`config.mk`:
```
export PLATFORM = sky130hd
export DESIGN_NAME = nzcv_ram
export DESIGN_NICKNAME = d
export VERILOG_FILES = /design/src/nzcv_ram.sv
export SDC_FILE = /design/constraint.sdc
export NUM_CORES = 2
export LEC_CHECK = 0
export ABC_AREA = 1
export BUFFER_PORTS_ARGS = -buffer_cell sky130_fd_sc_hd__buf_2
export CAP_MARGIN = 30
export CORE_MARGIN = 2
export CORE_UTILIZATION = 45
export CTS_BUF_LIST = sky130_fd_sc_hd__clkbuf_16
export CTS_CLUSTER_DIAMETER = 120
export DETAILED_ROUTE_END_ITERATION = 8
export SYNTH_ARGS = -nofsm -noshare
export SYNTH_HDL_FRONTEND = slang
export SYNTH_SLANG_ARGS = --single-unit
```
`constraint.sdc`:
```
create_clock -name clock -period 1.5 [get_ports clock]
set_input_delay 0.075 -clock clock [delete_from_list [all_inputs] [get_ports clock]]
set_output_delay 0.075 -clock clock [all_outputs]
set_load 0.05 [all_outputs]
```
`src/nzcv_ram.sv`:
```
// ----------------------------------------------------------------------------
// nzcv_ram
// Generic single write, single read RAM with registered read data.
// ----------------------------------------------------------------------------
module nzcv_ram #(
   parameter int WIDTH = 8,
   parameter int DEPTH = 256
) (
   input  logic                     clock,
   input  logic                     wr_en,
   input  logic [$clog2(DEPTH)-1:0] wr_addr,
   input  logic [WIDTH-1:0]         wr_data,
   input  logic [$clog2(DEPTH)-1:0] rd_addr,
   output logic [WIDTH-1:0]         rd_data
);

   logic [WIDTH-1:0] mem [DEPTH];

   // write and registered read
   always_ff @(posedge clock) begin
      if (wr_en) begin
         mem[wr_addr] <= wr_data;
      end
      rd_data <= mem[rd_addr];
   end

endmodule

```
Word-level counts from Yosys, hierarchy flattened
Memories as Yosys holds them, arrays and structs flattened. A register that Yosys moved wholly into a read port is not among the register bits. Cells that the tools add are included. W data, S select, Z words.

Flip-flop bits (word level): 0. Memory bits (writable): 2048. Input port bits: 26. Logic and storage cells: 3. Memories: 1.

Memory list: mem (depth 256, width 8, rd ports 1, clocked after Yosys merged registers in 1, write ports 1, line 17) `logic [WIDTH-1:0] mem [DEPTH];`.

Muxes and demuxes: 2.

Operators with widths (number): $mux W1 (2).

Depth between registers and ports, before layout
Depth in word-level cells: 2. Mapped depth: 15. Gate-level depth less buffers: 11.

Worst setup path after synthesis
Ideal clock, no wire load.

Path kind: input to register. Start point: in wr_en. End point: mem mem[162][0], enable pin. Arrival time: 1196 ps. Path slack: -66 ps. Stages: 4. Path through: clkbuf_1 nand3_1 clkbuf_1 nor2_1.

Cells in the longest elaborated chain, start to end: 2.

RTL lines: start: declaration (line 10) `input logic wr_en,`; $mux W1 (line 21) `if (wr_en) begin`; $mux W1 (implied by the code) (line 22) `mem[wr_addr] <= wr_data;`; end: declaration (line 17).

Every way passes these cells.

Worst setup path in the final report
Start point: reg rd_data[1], read port of mem. End point: out rd_data[1].

RTL lines: start: declaration (line 14) `output logic [WIDTH-1:0] rd_data`.

No word-level cell between the ends.

==> out/metrics.yaml <==
run_status:
  status: "finished with violations"
  violations: "setup timing"
yosys:
  synth_top_area_frac: 0.737
  ys_ff_latch: 2056
  ys_seq_area_frac: 0.739
  synth.area.top_cells: "edfxtp_1 (74%), nand3_1 (12%), nand2_1 (9.6%)"
  synth_top_cell_by_area: "edfxtp_1"
  syn_nets: 7029
  syn_area_per_cell_um2: 11.9
  synth_cells: 7003
  yosys_warnings: 0
  netlist_area_um2: 83400
  synth_cell_type_count: 14
global_routing:
  grt_overflow: 0
  grt_busiest_layer: "met2"
  globalRouteTotalUtil: 0.256
  grt_pass1_vias: 54900
  use_met1: 0.356
  grt_use_met2: 0.410
  grt_pass1_wl_um: 358000
  grt_max_degree: 80
  antenna_found_initial: 6
  grt_util_met3: 0.0416
layout:
  syn2layout_area_growth_pct: 22.1
  drive_gt1_frac: 0.198
  utilization: 0.551
  nets: 7625
  fin_area_um2: 102000
floorplanning:
  die_h_um: 434
  core_um2: 185000
  die-area_um2: 189000
  die_x_um: 434
  start_util: 0.451
  rows: 158
  io_pins: 34
power_and_ir_drop:
  p_per_area_nw_per_um2: 1190
  p_leak_nw: 36.9
  vdd_drop_max_uv: 1280
route:
  ant_nets: 0
  post-route-drc-count: 0
  drt-wirelength-per-cell_um: 23.7
  first_pass_iters: 5
  dr.first_iter.drc_count: 6908
  vias: 57100
  drt-total-wl_um: 243000
  vias_per_cell: 5.57
clock_tree:
  clk_latency_ns: 0.85
  clock-root-buffer: "clkbuf_16"
  clockBufferDepth: 3
  cts_buffers: 204
  clkSinkCount: 2056
  cts.clk_slew.worst_paths_ns: 0.06
  cts_tree: "done"
  htreeDepth: 4
critical_path:
  crit_type: "reg2out"
  cpPeakStageDelay_ns: 0.42
  crit_fanout: 1
  cp_slowest_cell: "dfxtp_4"
  critPathCaptureType: "output port"
  path_cells: "buf_8"
  cp_num_buf_inv: 1
  path_delay_family: "flip-flops"
  critPathLaunchType: "flip-flop"
  cp.arrival_ns: 1.45
  required_ns: 1.42
timing:
  setup_viol: 3
  finalHoldViolCount: 0
  max_freq_mhz: 654
  fin_crit_ns: 1.53
  relSlewSlack: 0.574
  fin_hold_ws_ns: 0.0737
  timing.final.crit_share: 1.02
  finalMaxSlewViolations: 0
  worstMarginPinSlew_ns: 0.638
  finalWorstSetupSlack_ns: -0.0284
  skew_ns: 0.0355
  grt_setup_unrepaired: "yes"
place:
  place.gp.congestion: 0.926
  dpl_worst_slack_ns: -1.04
  numPortBuffers: 33
  dp_hpwl_um: 157000
  placed_cell_area_um2: 92800
min_path:
  min_path_type: "in2reg"
job:
  drv_cap: 0
-- cell type report --
type	instances	area [um^2]
fill	15000	83000
multi-input combinational	4425	21700
sequential	2056	61700
clock buffer	209	5230
clock inverter	169	1120
tap	2480	3100
inverter	39	180
timing repair buffer	873	8850
antenna	3	7.51
-- metrics by stage --
step                      instances  power, mW  TNS (ns)
after CTS                     10300        122    -0.413
after global placement         9865       73.2    -42.90
final                         10300        122   -0.0618
after global routing          10300        125    -0.516
after floorplan                7003       68.6    -14.13
after detailed placement       9865       73.3    -57.70
-- routing by layer --
layer / routed length (um) / up-vias
li1: - / 26100
met1: 98900 / 28100
met2: 116000 / 2435
met3: 19700 / 407
met4: 8580 / 0
met5: 0 / -
-- cells in the final DEF (no fill, tap or decap), drive strengths merged --
| cell | Yosys | final |
|---|---|---|
| buf | 371 | 863 |
| bufinv | 0 | 11 |
| clkbuf | 112 | 209 |
| clkinv | 0 | 104 |
| clkinvlp | 0 | 4 |
| dfxtp | 8 | 8 |
| diode | 0 | 3 |
| dlygate4sd3 | 0 | 10 |
| edfxtp | 2048 | 2048 |
| inv | 39 | 89 |
| nand2 | 2123 | 2123 |
| nand3 | 2019 | 2019 |
| nor2 | 283 | 283 |
-- where the power goes --
part,total (mW),internal (mW),switching [mW]
registers,63.4,63.3,0.112
clock network,48.7,27.1,21.6
logic,9.58,3.13,6.45
total,122,93.5,28.2
-- cell usage after synthesis --
| library cell | number |
|---|---|
| buf_1 | 40 |
| buf_2 | 268 |
| buf_4 | 46 |
| buf_6 | 16 |
| buf_8 | 1 |
| clkbuf_1 | 112 |
| dfxtp_1 | 8 |
| edfxtp_1 | 2048 |
| inv_1 | 36 |
| inv_2 | 2 |
| inv_4 | 1 |
| nand2_1 | 2123 |
| nand3_1 | 2019 |
| nor2_1 | 283 |
-- final timing paths --
kind / startpoint / endpoint / slack [ns] / cells after the start
max: rd_data[1]$_DFF_P_ / rd_data[1] / -0.03 / 1
min: wr_en / mem[183][1]$_DFFE_PP_ / 0.07 / 5
max reg2reg: mem[143][5]$_DFFE_PP_ / rd_data[5]$_DFF_P_ / 0 / 10
min reg2reg: mem[52][6]$_DFFE_PP_ / rd_data[6]$_DFF_P_ / 0.98 / 10
-- worst reg2reg max path: stages, from the launching register on --
cell,delay (ns)
edfxtp_1,0.37
nand2_1,0.08
nand3_1,0.09
nand3_1,0.08
nand3_1,0.11
nand3_2,0.14
nand3_1,0.15
nand3_4,0.16
nand2_4,0.08
nand2_4,0.08
nand2_1,0.06
-- flip-flops by register name, summed over array words and instances, names as in the netlist --
register	cells
mem	2048
rd_data	8
-- kinds of logic after synthesis --
kind of cell / after synthesis / share of synthesized area
DFF: 2056 / 0.739
buffers and inverters: 522 / 0.0312
and+or+nand+nor: 4425 / 0.229
-- repair_timing --
item / CTS / global route
resized for setup: 246 / 273
pin swaps: 31 / 124
setup buffers: 0 / 0
endpoints found under the hold margin: 2049 / 0
hold buffers: 10 / 0
endpoints found under the setup margin: 16 / 13
(Power assumes the default switching activity.)
