$ cat config.mk
export PLATFORM = sky130hd
export DESIGN_NAME = nzcv_div
export DESIGN_NICKNAME = d
export VERILOG_FILES = /design/src/nzcv_pkg.sv /design/src/nzcv_div.sv
export SDC_FILE = /design/constraint.sdc
export NUM_CORES = 1
export LEC_CHECK = 0
export BUFFER_PORTS_ARGS = -buffer_cell sky130_fd_sc_hd__buf_2
export CORE_ASPECT_RATIO = 0.9
export CORE_MARGIN = 2
export CORE_UTILIZATION = 35
export CTS_CLUSTER_DIAMETER = 150
export DETAILED_ROUTE_END_ITERATION = 12
export PLACE_DENSITY_LB_ADDON = 0.1
export SKIP_CTS_REPAIR_TIMING = 1
export SYNTH_ARGS = -nofsm -noshare
export SYNTH_HDL_FRONTEND = slang
export SYNTH_SLANG_ARGS = --single-unit
$ cat constraint.sdc
create_clock -name clock -period 5.5 [get_ports clock]
set_clock_uncertainty 0.2 [all_clocks]
set_input_delay 1.1 -clock clock [delete_from_list [all_inputs] [get_ports clock]]
set_output_delay 1.1 -clock clock [all_outputs]
set_load 0.01 [all_outputs]
$ cat src/nzcv_pkg.sv
// ----------------------------------------------------------------------------
// nzcv_pkg
// Shared constants, opcodes and helpers of the nzcv execute unit.
// ----------------------------------------------------------------------------
package nzcv_pkg;

   // sizes (data depth is a power of two)
   localparam int DATA_DEPTH = 1024;
   localparam int PC_BITS    = 16;
   localparam int REG_COUNT  = 256;
   localparam int REG_BITS   = $clog2(REG_COUNT);
   localparam int DADDR_BITS = $clog2(DATA_DEPTH);
   localparam int WORD_BITS  = 32;

   // opcodes
   localparam logic [7:0] OP_HALT     = 8'd0;
   localparam logic [7:0] OP_ADD      = 8'd1;
   localparam logic [7:0] OP_SUB      = 8'd2;
   localparam logic [7:0] OP_MUL      = 8'd3;
   localparam logic [7:0] OP_DIV      = 8'd4;
   localparam logic [7:0] OP_LD_REG   = 8'd5;
   localparam logic [7:0] OP_ST_REG   = 8'd6;
   localparam logic [7:0] OP_MOV      = 8'd7;
   localparam logic [7:0] OP_ADDI     = 8'd9;
   localparam logic [7:0] OP_SUBI     = 8'd10;
   localparam logic [7:0] OP_MULI     = 8'd11;
   localparam logic [7:0] OP_DIVI     = 8'd12;
   localparam logic [7:0] OP_LD_CON   = 8'd13;
   localparam logic [7:0] OP_ST_CON   = 8'd14;
   localparam logic [7:0] OP_MOVI     = 8'd15;
   localparam logic [7:0] OP_BR_FIRST = 8'd16;
   localparam logic [7:0] OP_BR_LAST  = 8'd30;

   // condition codes
   localparam logic [3:0] CC_EQ = 4'd0;
   localparam logic [3:0] CC_NE = 4'd1;
   localparam logic [3:0] CC_CS = 4'd2;
   localparam logic [3:0] CC_CC = 4'd3;
   localparam logic [3:0] CC_MI = 4'd4;
   localparam logic [3:0] CC_PL = 4'd5;
   localparam logic [3:0] CC_VS = 4'd6;
   localparam logic [3:0] CC_VC = 4'd7;
   localparam logic [3:0] CC_HI = 4'd8;
   localparam logic [3:0] CC_LS = 4'd9;
   localparam logic [3:0] CC_GE = 4'd10;
   localparam logic [3:0] CC_LT = 4'd11;
   localparam logic [3:0] CC_GT = 4'd12;
   localparam logic [3:0] CC_LE = 4'd13;

   // divider request
   typedef struct packed {
      logic                 start;
      logic [WORD_BITS-1:0] dividend;
      logic [WORD_BITS-1:0] divisor;
   } div_req_type;

   // divider reply
   typedef struct packed {
      logic                 done;
      logic [WORD_BITS-1:0] quotient;
   } div_rsp_type;

   // condition check against packed nzcv
   function automatic logic cond_holds(input logic [3:0] code, input logic [3:0] f);
      logic n, z, c, v, r;
      n = f[3];
      z = f[2];
      c = f[1];
      v = f[0];
      case (code)
         CC_EQ:   r = z;
         CC_NE:   r = !z;
         CC_CS:   r = c;
         CC_CC:   r = !c;
         CC_MI:   r = n;
         CC_PL:   r = !n;
         CC_VS:   r = v;
         CC_VC:   r = !v;
         CC_HI:   r = c && !z;
         CC_LS:   r = !c || z;
         CC_GE:   r = (n == v);
         CC_LT:   r = (n != v);
         CC_GT:   r = !z && (n == v);
         CC_LE:   r = z || (n != v);
         default: r = 1'b1;
      endcase
      return r;
   endfunction

endpackage

$ cat src/nzcv_div.sv
// ----------------------------------------------------------------------------
// nzcv_div
// Signed 32-bit restoring divider, one quotient bit per cycle.
// ----------------------------------------------------------------------------
module nzcv_div (
   input  logic                 clock,
   input  logic                 reset,
   input  nzcv_pkg::div_req_type req,
   output nzcv_pkg::div_rsp_type rsp
);

   localparam int W = nzcv_pkg::WORD_BITS;

   logic                 busy_ff;
   logic                 done_ff;
   logic                 neg_ff;
   logic [$clog2(W)-1:0] cnt_ff;
   logic [W:0]           rem_ff;
   logic [W-1:0]         quo_ff;
   logic [W-1:0]         den_ff;
   logic [W:0]           shifted;
   logic [W:0]           trial;

   // one restoring step
   assign shifted = {rem_ff[W-1:0], quo_ff[W-1]};
   assign trial   = shifted - {1'b0, den_ff};

   // control
   always_ff @(posedge clock) begin
      if (reset) begin
         busy_ff <= 1'b0;
         done_ff <= 1'b0;
         cnt_ff  <= '0;
      end else begin
         done_ff <= 1'b0;
         if (req.start) begin
            busy_ff <= 1'b1;
            cnt_ff  <= '0;
         end else if (busy_ff) begin
            cnt_ff <= cnt_ff + 1'b1;
            if (cnt_ff == $clog2(W)'(W - 1)) begin
               busy_ff <= 1'b0;
               done_ff <= 1'b1;
            end
         end
      end
   end

   // datapath on magnitudes
   always_ff @(posedge clock) begin
      if (req.start) begin
         neg_ff <= req.dividend[W-1] ^ req.divisor[W-1];
         rem_ff <= '0;
         quo_ff <= req.dividend[W-1] ? (W'(0) - req.dividend) : req.dividend;
         den_ff <= req.divisor[W-1] ? (W'(0) - req.divisor) : req.divisor;
      end else if (busy_ff) begin
         if (!trial[W]) begin
            rem_ff <= trial;
            quo_ff <= {quo_ff[W-2:0], 1'b1};
         end else begin
            rem_ff <= shifted;
            quo_ff <= {quo_ff[W-2:0], 1'b0};
         end
      end
   end

   assign rsp.done     = done_ff;
   assign rsp.quotient = neg_ff ? (W'(0) - quo_ff) : quo_ff;

endmodule

-- Word-level counts from Yosys, hierarchy flattened
Index checks and enable logic that the tools add are counted.
- bits in registers: 104
- bits of input ports: 67
- output and inout port bits: 33
- word-level logic and storage cells: 30
- $add $sub $neg: 5
- eq/ne operators: 1
- mux-type cells: 11
- bitwise gates (word level): 2
- reduce and logical (&&, ||, !) cells: 3
- operators by type and width (cell ; count):
    two-way mux 32 bit ; 5
    subtractor 1 x 32 -> 32 bit, first input constant ; 3
    subtractor 33 x 32 -> 33 bit ; 1
    two-way mux 31 bit ; 1
    adder 5 x 1 -> 5 bit, second input constant ; 1
    equality test 5 bit, second input constant ; 1
    two-way mux 1 bit ; 5
    OR reduction 3 bit ; 1
    nonzero test 2 bit ; 1
    OR reduction 2 bit ; 1
    inverter 1 bit ; 1
    bitwise XOR 1 bit ; 1

-- Logic depth before layout (Yosys ltp)
- depth after elaboration: 4
- mapped depth: 13
- gate-level depth less buffers: 12

-- Worst setup path after synthesis
OpenSTA, ideal clock, no wires.
- path kind: register to output
- start: register quo_ff[6]
- end: output port rsp[28] (netlist bit)
- arrival: 2994 ps
- data required time: 4200 ps
- path slack: 1206 ps
- cell stages (with the launch flop): 9
- path buffers: 0
- cells stage by stage: edfxtp_1 -> nor4_2 -> nand2b_1 -> or3_1 -> or3_1 -> or4_1 -> or4_1 -> o31ai_1 -> xnor2_1
- RTL lines (element ; line ; text):
    start: declaration ; nzcv_div.sv:19 ; logic [W-1:0] quo_ff;
    start signal: assignment ; nzcv_div.sv:54 ; quo_ff <= req.dividend[W-1] ? (W'(0) - req.dividend) : req.dividend;
    start signal: assignment ; nzcv_div.sv:59 ; quo_ff <= {quo_ff[W-2:0], 1'b1};
    start signal: assignment ; nzcv_div.sv:62 ; quo_ff <= {quo_ff[W-2:0], 1'b0};
    end: declaration ; nzcv_div.sv:9 ; output nzcv_pkg::div_rsp_type rsp

==> out/summary.md <==
The synthesis-to-layout area growth is 12.5%, and the initial core utilization is 35.9%. For flop-to-flop paths, the worst setup slack is 1.16 ns. At the pin with the least slew margin, the transition time is 0.931 ns. The slowest cell on the critical path is or4_1. Synthesis produced 907 cells. Setup violations remaining at the end of the flow were counted as 0. The detailed-route via count came out at 6489.

Power spread over the standard cell area amounts to 274 nW/µm². Dividing the detail-routed wire length by the instance count gives 14.8 µm. The logs give 8820 µm² for the post-route cell area and 0 for the number of routed nets with antenna violations.

For the number of levels in the clock H-tree, the log shows 3. The row count came out at 51. The die outline area was 23600 µm².

TritonCTS built the clock tree. The final count of hold timing violations came out at 0. Clock tree synthesis found a total of 104 sinks.

The run finished with clean final reports. Overall power consumption after layout is estimated at 2420 µW. The worst setup path is launched from a flip-flop. The required time of the worst setup path was 4.20 ns; the number of buffer cells added on primary ports was 99.

The critical path's largest stage delay came out at 0.50 ns. Setup repair after global routing left no endpoint under its margin. The logs give 72 for the maximum number of pins on one net before global-route repair and 21800 µm² for the placeable core region. In this run the cell area of the synthesized design comes to 7840 µm².

The worst ir drop on vdd came out at 0.000129 V. Static timing analysis puts the maximum clock frequency at 201 MHz. The run gives 18.7 mm as the total detailed-routing wirelength. The CTS buffer count came out at 9.

The data arrival at the endpoint of the critical path came out at 3.69 ns. The buffer and inverter count on the worst path is 2. The class of the tightest hold or removal check is flip-flop to flip-flop. Measured against its own limit, the worst slew margin works out to 37.9%. The final number of max-transition violations was 0. Clock latency on the worst-skew pair, taken at its later pin, is 0.36 ns.

The number of antenna diodes in the final layout is 0. Of the post-synthesis cell area, the dominant cell type holds 24.9%. Routability-driven placement finished with a final weighted congestion of 0.796. For the placement-stage cell area, the log shows 8550 µm². In this run, synthesis produced a sequential element count of 104. No sink is reached through more buffers than the 2 on the longest clock path. The logs give 16.3% for the total routing resource utilization after global routing and 1012 for the number of nets produced by synthesis.

Of all flip-flops after synthesis, the portion carrying an async set or reset was 0%. In the synthesized netlist, the cells that appear most often are nor2_1 (108), a21oi_1 (77), xnor2_1 (76). The signal on the critical path passes through inv_1, ha_1, nand2b_1, nand2b_1, or3_1, or3_1, or4_1, or4_1, o31ai_1, xnor2_1, buf_2.

In this run, the number of DRC markers left after iteration 0 of detailed routing was 485. Synthesis instantiated 64 different standard cells from the library. The tools report the number of warnings issued by yosys as 0. The worst hold path was traced through 2 stages. The die is 162 µm wide. The run gives 5 as the number of detailed-route iterations in the first pass.

Yosys attributes the largest share of cell area to edfxtp_1 (25%), dfxtp_1 (10%), xnor2_1 (8.5%). The critical path crosses 11 cells after its start point. For this run the aggregate overflow at the end of global routing stands at 0. The worst setup path is captured at an output port. The clock root buffer was clkbuf_16. The number of cells traversed by the worst register-to-register path came out at 13. The number of nets in the final layout came out at 1077. The vias per cell came out at 5.12. In this run the worst path has a maximum fanout of 5.

Summed over all nets, the half-perimeter wirelength after detailed placement is 14.2 mm. The first-pass GRT wire length was 31.6 mm. Subtracting the final worst setup slack from the clock period gives 4.99 ns.

Gate family responsible for the most delay along the worst path: simple AND/OR/NAND/NOR gates. The worst setup path is of the flip-flop to output port kind. Sequential fraction of the synthesis area: 34.9%. The leading register cell type out of synthesis was edfxtp_1. The post-placement cell count is 1252, and the die height is 146 µm. The number of top-level design ports is 100, and the fraction of final layout cells with drive strength greater than 1 is 14.5%. The initial antenna violation count is 0, and the post-route DRC violation count is 0. The number of synthesized flops with an enable pin was 65. The number of global-route vias before repair was 6218; the total leakage power was 0.00351 µW.

The post-route non-filler standard cell count came out at 1268. Clock-pin slew was measured on the worst setup and hold paths at 0.08 ns. The top cell type by total area after synthesis was edfxtp_1.

Yosys instantiated no cell more often than nor2_1. The final critical path takes up 90.7% of the cycle. The average instance area after synthesis is 8.64 µm², and the accumulated negative setup slack is 0 ns.

For the reported max-cap violation count, the log shows 0.
## routing by layer
metal	up-vias	part of all wire (%)	routed length (µm)	global-route usage (%)
met5	-	0	0	0
met4	0	1.2	223	4.16
met3	13	2.7	504	2.48
met2	98	44	8310	25.9
met1	2964	52	9700	23.1
li1	3414	-	-	-
## placed cells by master (no fill, tap or decap), types with 25 or more instances in the layout
master	instances
ha_1	37
inv_1	53
a21oi_1	77
edfxtp_1	65
dfxtp_1	38
xor2_1	40
nor2_1	108
a211oi_1	25
xnor2_1	76
o21ai_0	52
buf_2	98
nand2_1	54
## worst reg2reg max path, cell delays in order (launching register included)
cell	delay, ns
edfxtp_1	0.40
inv_1	0.06
ha_1	0.22
fa_1	0.40
nand2b_1	0.19
a21oi_1	0.28
o41ai_1	0.20
o31ai_1	0.51
nand3_1	0.27
a211oi_4	0.71
buf_4	0.39
mux2i_1	0.24
mux2i_1	0.09
nor2_1	0.10
## state kept, by name (all words and copies together), names as in the netlist
| name | count |
|---|---|
| neg_ff | 1 |
| done_ff | 1 |
| quo_ff | 32 |
| cnt_ff | 5 |
| busy_ff | 1 |
| rem_ff | 32 |
| den_ff | 32 |
## logic make-up (layout without fill, tap and decap cells)
kind of cell,after synthesis,after routing,share of synthesized area (%)
compound gates,252,252,20.9
xor+xnor,116,116,13.0
fa+ha+maj,38,38,6.16
buf+inv,103,173,5.04
flops,104,104,34.9
mux,16,16,2.04
simple gates,278,278,18.1
## where the power goes
part,internal (µW),switching [µW],total [µW]
sequential,922,74.3,997
combinational,347,469,816
clock,306,301,608
## cell type report
cell class                      instances  area, µm²
Clock inverter                          7       46.3
Multi-Input combinational cell        700       4720
Clock buffer                            9        225
Fill cell                            2319      13000
Tap cell                              291        364
Timing Repair Buffer                  104        536
Inverter                               53        199
Sequential cell                       104       2730
## worst paths after layout
kind	start	to
worst max-delay path	quo_ff[0]	rsp[28]
worst min-delay path	rem_ff[0]	rem_ff[0]
worst max register to register	quo_ff[31]	rem_ff[10]
worst min register to register	rem_ff[0]	rem_ff[0]
## metrics by stage
step	util, %	setup WS, ns	hold WS [ns]
after floorplan	-	1.21	0.267
after global placement	39.2	0.919	0.290
after detailed placement	39.2	0.891	0.292
after CTS	40.4	0.490	0.304
after global routing	40.4	0.204	0.329
final	40.4	0.513	0.300
(Power assumes the default switching activity.)
